**src/rtl/core/tfaf_ram.sv**
```systemverilog
// tfaf_ram: generic single write port, single read port ram with registered read
// no dependencies
`default_nettype none

module tfaf_ram #(
  parameter int WIDTH = 8,
  parameter int DEPTH = 2,
  localparam int AW = (DEPTH > 1) ? $clog2(DEPTH) : 1
) (
  input  wire logic             clk,
  input  wire logic             we,
  input  wire logic [AW-1:0]    waddr,
  input  wire logic [WIDTH-1:0] wdata,
  input  wire logic             re,
  input  wire logic [AW-1:0]    raddr,
  output logic      [WIDTH-1:0] rdata
);

  logic [WIDTH-1:0] mem [DEPTH];

  always_ff @(posedge clk) begin
    if (we) begin
      mem[waddr] <= wdata;
    end
    if (re) begin
      rdata <= mem[raddr];
    end
  end

endmodule

`default_nettype wire

```
**config.mk**
```make
export PLATFORM = sky130hd
export DESIGN_NAME = tfaf_ram
export DESIGN_NICKNAME = d
export VERILOG_FILES = /design/src/rtl/core/tfaf_ram.sv
export SDC_FILE = /design/constraint.sdc
export NUM_CORES = 1
export LEC_CHECK = 0
export BUFFER_PORTS_ARGS = -buffer_cell sky130_fd_sc_hd__buf_2
export CAP_MARGIN = 20
export CELL_PAD_IN_SITES_DETAIL_PLACEMENT = 1
export CELL_PAD_IN_SITES_GLOBAL_PLACEMENT = 1
export CORE_MARGIN = 4
export CORE_UTILIZATION = 43
export DETAILED_ROUTE_END_ITERATION = 10
export HOLD_SLACK_MARGIN = 0.05
export PLACE_DENSITY = 0.78
export SLEW_MARGIN = 30
export SYNTH_ARGS = -nofsm -noshare
export SYNTH_HDL_FRONTEND = slang
export SYNTH_SLANG_ARGS = --single-unit
export TNS_END_PERCENT = 50
```
**constraint.sdc**
```tcl
create_clock -name clk -period 1.49 [get_ports clk]
set_clock_uncertainty 0.2 [all_clocks]
set_input_delay 0 -clock clk [delete_from_list [all_inputs] [get_ports clk]]
set_output_delay 0 -clock clk [all_outputs]
set_load 0.01 [all_outputs]
```
==> impl_metrics.tcl <==
set metrics [dict create \
    drive_gt1_share_pct 45.1 \
    placed_cells 80 \
    die_w_um 52.8 \
    power_mw 1.20 \
    core-area_um2 1820 \
    cp_data_required_time_ns 1.36 \
    synth_area_leaders "edfxtp_1, mux2_4, buf_6" \
    worst_pin_slew_ns 0.362 \
    drt-initial-drc-count 7 \
    stdcell_count 96 \
    area_growth_pct 31.7 \
    synth_cells 35 \
    drtAntennaViolNets 0 \
    cellPowerDensity_nw_per_um2 1060 \
    yosys.area.top_type "edfxtp_1" \
    first_global_vias 462 \
    min_path_type "primary input to flop" \
    die_area_um2 2790 \
    hold_violations 0 \
    die_y_um 52.8 \
    cts_tree "built" \
    grt_setup_unrepaired "no" \
    fmax_mhz 812 \
    cts_root_buf "clkbuf_4" \
    syn-cell-area_um2 865 \
    drt_first_pass_iters 2 \
    drv_cap 0 \
    end_kind "flop" \
    post-place-ws_ns 0.397 \
    vias 439 \
    p_leak_nw 0.448 \
    post-route-util_pct 62.5 \
    io-pin-count 21 \
    cts_buffers 3 \
    cts.path.max_buffers 2 \
    period_needed_ns 1.23 \
    diodes 0 \
    numPortBuffers 20 \
    antenna_found_initial 0 \
    setup_slack_ns 0.258 \
    period_share_pct 82.7 \
    drc 0 \
    relSlewSlack_pct 75.8 \
    rrSetupSlack_ns 0.39 \
    whs_ns 0.213 \
    drt-total-wl_um 1230 \
    clkLatencyLatePin_ns 0.30 \
    rows 15 \
    startpoint_type "primary input" \
    place_area_um2 992 \
    synth_seq_cells 24 \
    grt_use_total_pct 10.9 \
    initial_utilization_pct 47.5 \
    finalSetupTns_ns 0 \
    grt_pass1_wl_um 2100 \
    crit_fanout 8 \
    ys_seq_area_share_pct 83.4 \
    final_area_um2 1140 \
    grt_max_degree 14 \
    setup_viol 0 \
    crit_type "primary input to flop" \
    avgRoutedWirePerCell_um 12.8 \
    syn_area_per_cell_um2 24.7 \
    cts-htree-levels 1 \
    synthDistinctLibCells 5 \
    final_nets 85 \
    syn-num-nets 48 \
    outcome "finished clean" \
    report.final.slew_viol_count 0 \
    critical_path_arrival_ns 1.10 \
    synth_warnings 0 \
    place.gp.congestion 0.633 \
    vias_per_cell 4.57 \
    cts.sinks 24 \
    clk_pin_slew_ns 0.12 \
    grt_overflow 0 \
    synthDominantCellAreaShare_pct 83.4 \
    n_fill_cell 177 \
    max-vdd-ir-drop_mv 0.580 \
]
## layout by cell type, fill, tap and decap left out
cell	instances
edfxtp_1	24
and2_1	1
dlygate4sd3_1	12
mux2_4	8
clkinv_1	1
buf_2	20
buf_4	1
nor2b_1	1
clkbuf_4	3
## cells in the mapped netlist
cell type,n
and2_1,1
edfxtp_1,24
mux2_4,8
nor2b_1,1
buf_6,1
## flip-flops by register name, summed over array words and instances (netlist names)
name   count
rdata      8
mem       16
## logic make-up (layout without fill, tap and decap cells)
logic type,count (synthesis),after routing,synth area share (%)
flops,24,24,83.4
mux,8,8,13.9
simple gates,2,2,1.45
buf+inv,1,37,1.30
## area by class of cell
cell class                 instances  area (um^2)  share of cell area (%)
clock inverter                     1         3.75                   0.330
tap                               25         31.3                    2.75
sequential                        24          721                    63.3
clock buffer                       3         22.5                    1.98
multi-input combinational         10          133                    11.6
timing repair buffer              33          228                    20.0
## critical path, cell delays in order
cell,delay (ns)
dlygate4sd3_1,0.52
buf_2,0.25
mux2_4,0.32
## where the power goes
group          switching, mW  internal [mW]  total (mW)
Combinational         0.0471         0.0735       0.121
Sequential            0.0110          0.796       0.807
Clock                  0.177         0.0976       0.275
## final timing paths
kind                       start             endpoint  cells past startpoint
max                        raddr   rdata[0]$_DFFE_PP_                      3
min                     wdata[0]  mem[0][0]$_DFFE_PP_                      2
max reg2reg  mem[0][1]$_DFFE_PP_   rdata[1]$_DFFE_PP_                      1
min reg2reg  mem[1][2]$_DFFE_PP_   rdata[2]$_DFFE_PP_                      1
## per-layer routing
layer | wire [um] | up-vias | GRT usage, %
met1 | 494 | 206 | 12.0
li1 | - | 213 | -
met2 | 644 | 20 | 19.2
met5 | 0 | - | 0
met3 | 92 | 0 | 3.99
met4 | 0 | 0 | 3.83
## what timing repair did
item / 4_1_cts / 5_1_grt
endpoints found under the hold margin: 48 / 0
hold buffers: 12 / 0
setup buffers: 0 / 0
gates resized for setup: 0 / 0
setup endpoints to repair: 0 / 0
(Power assumes the default switching activity.)
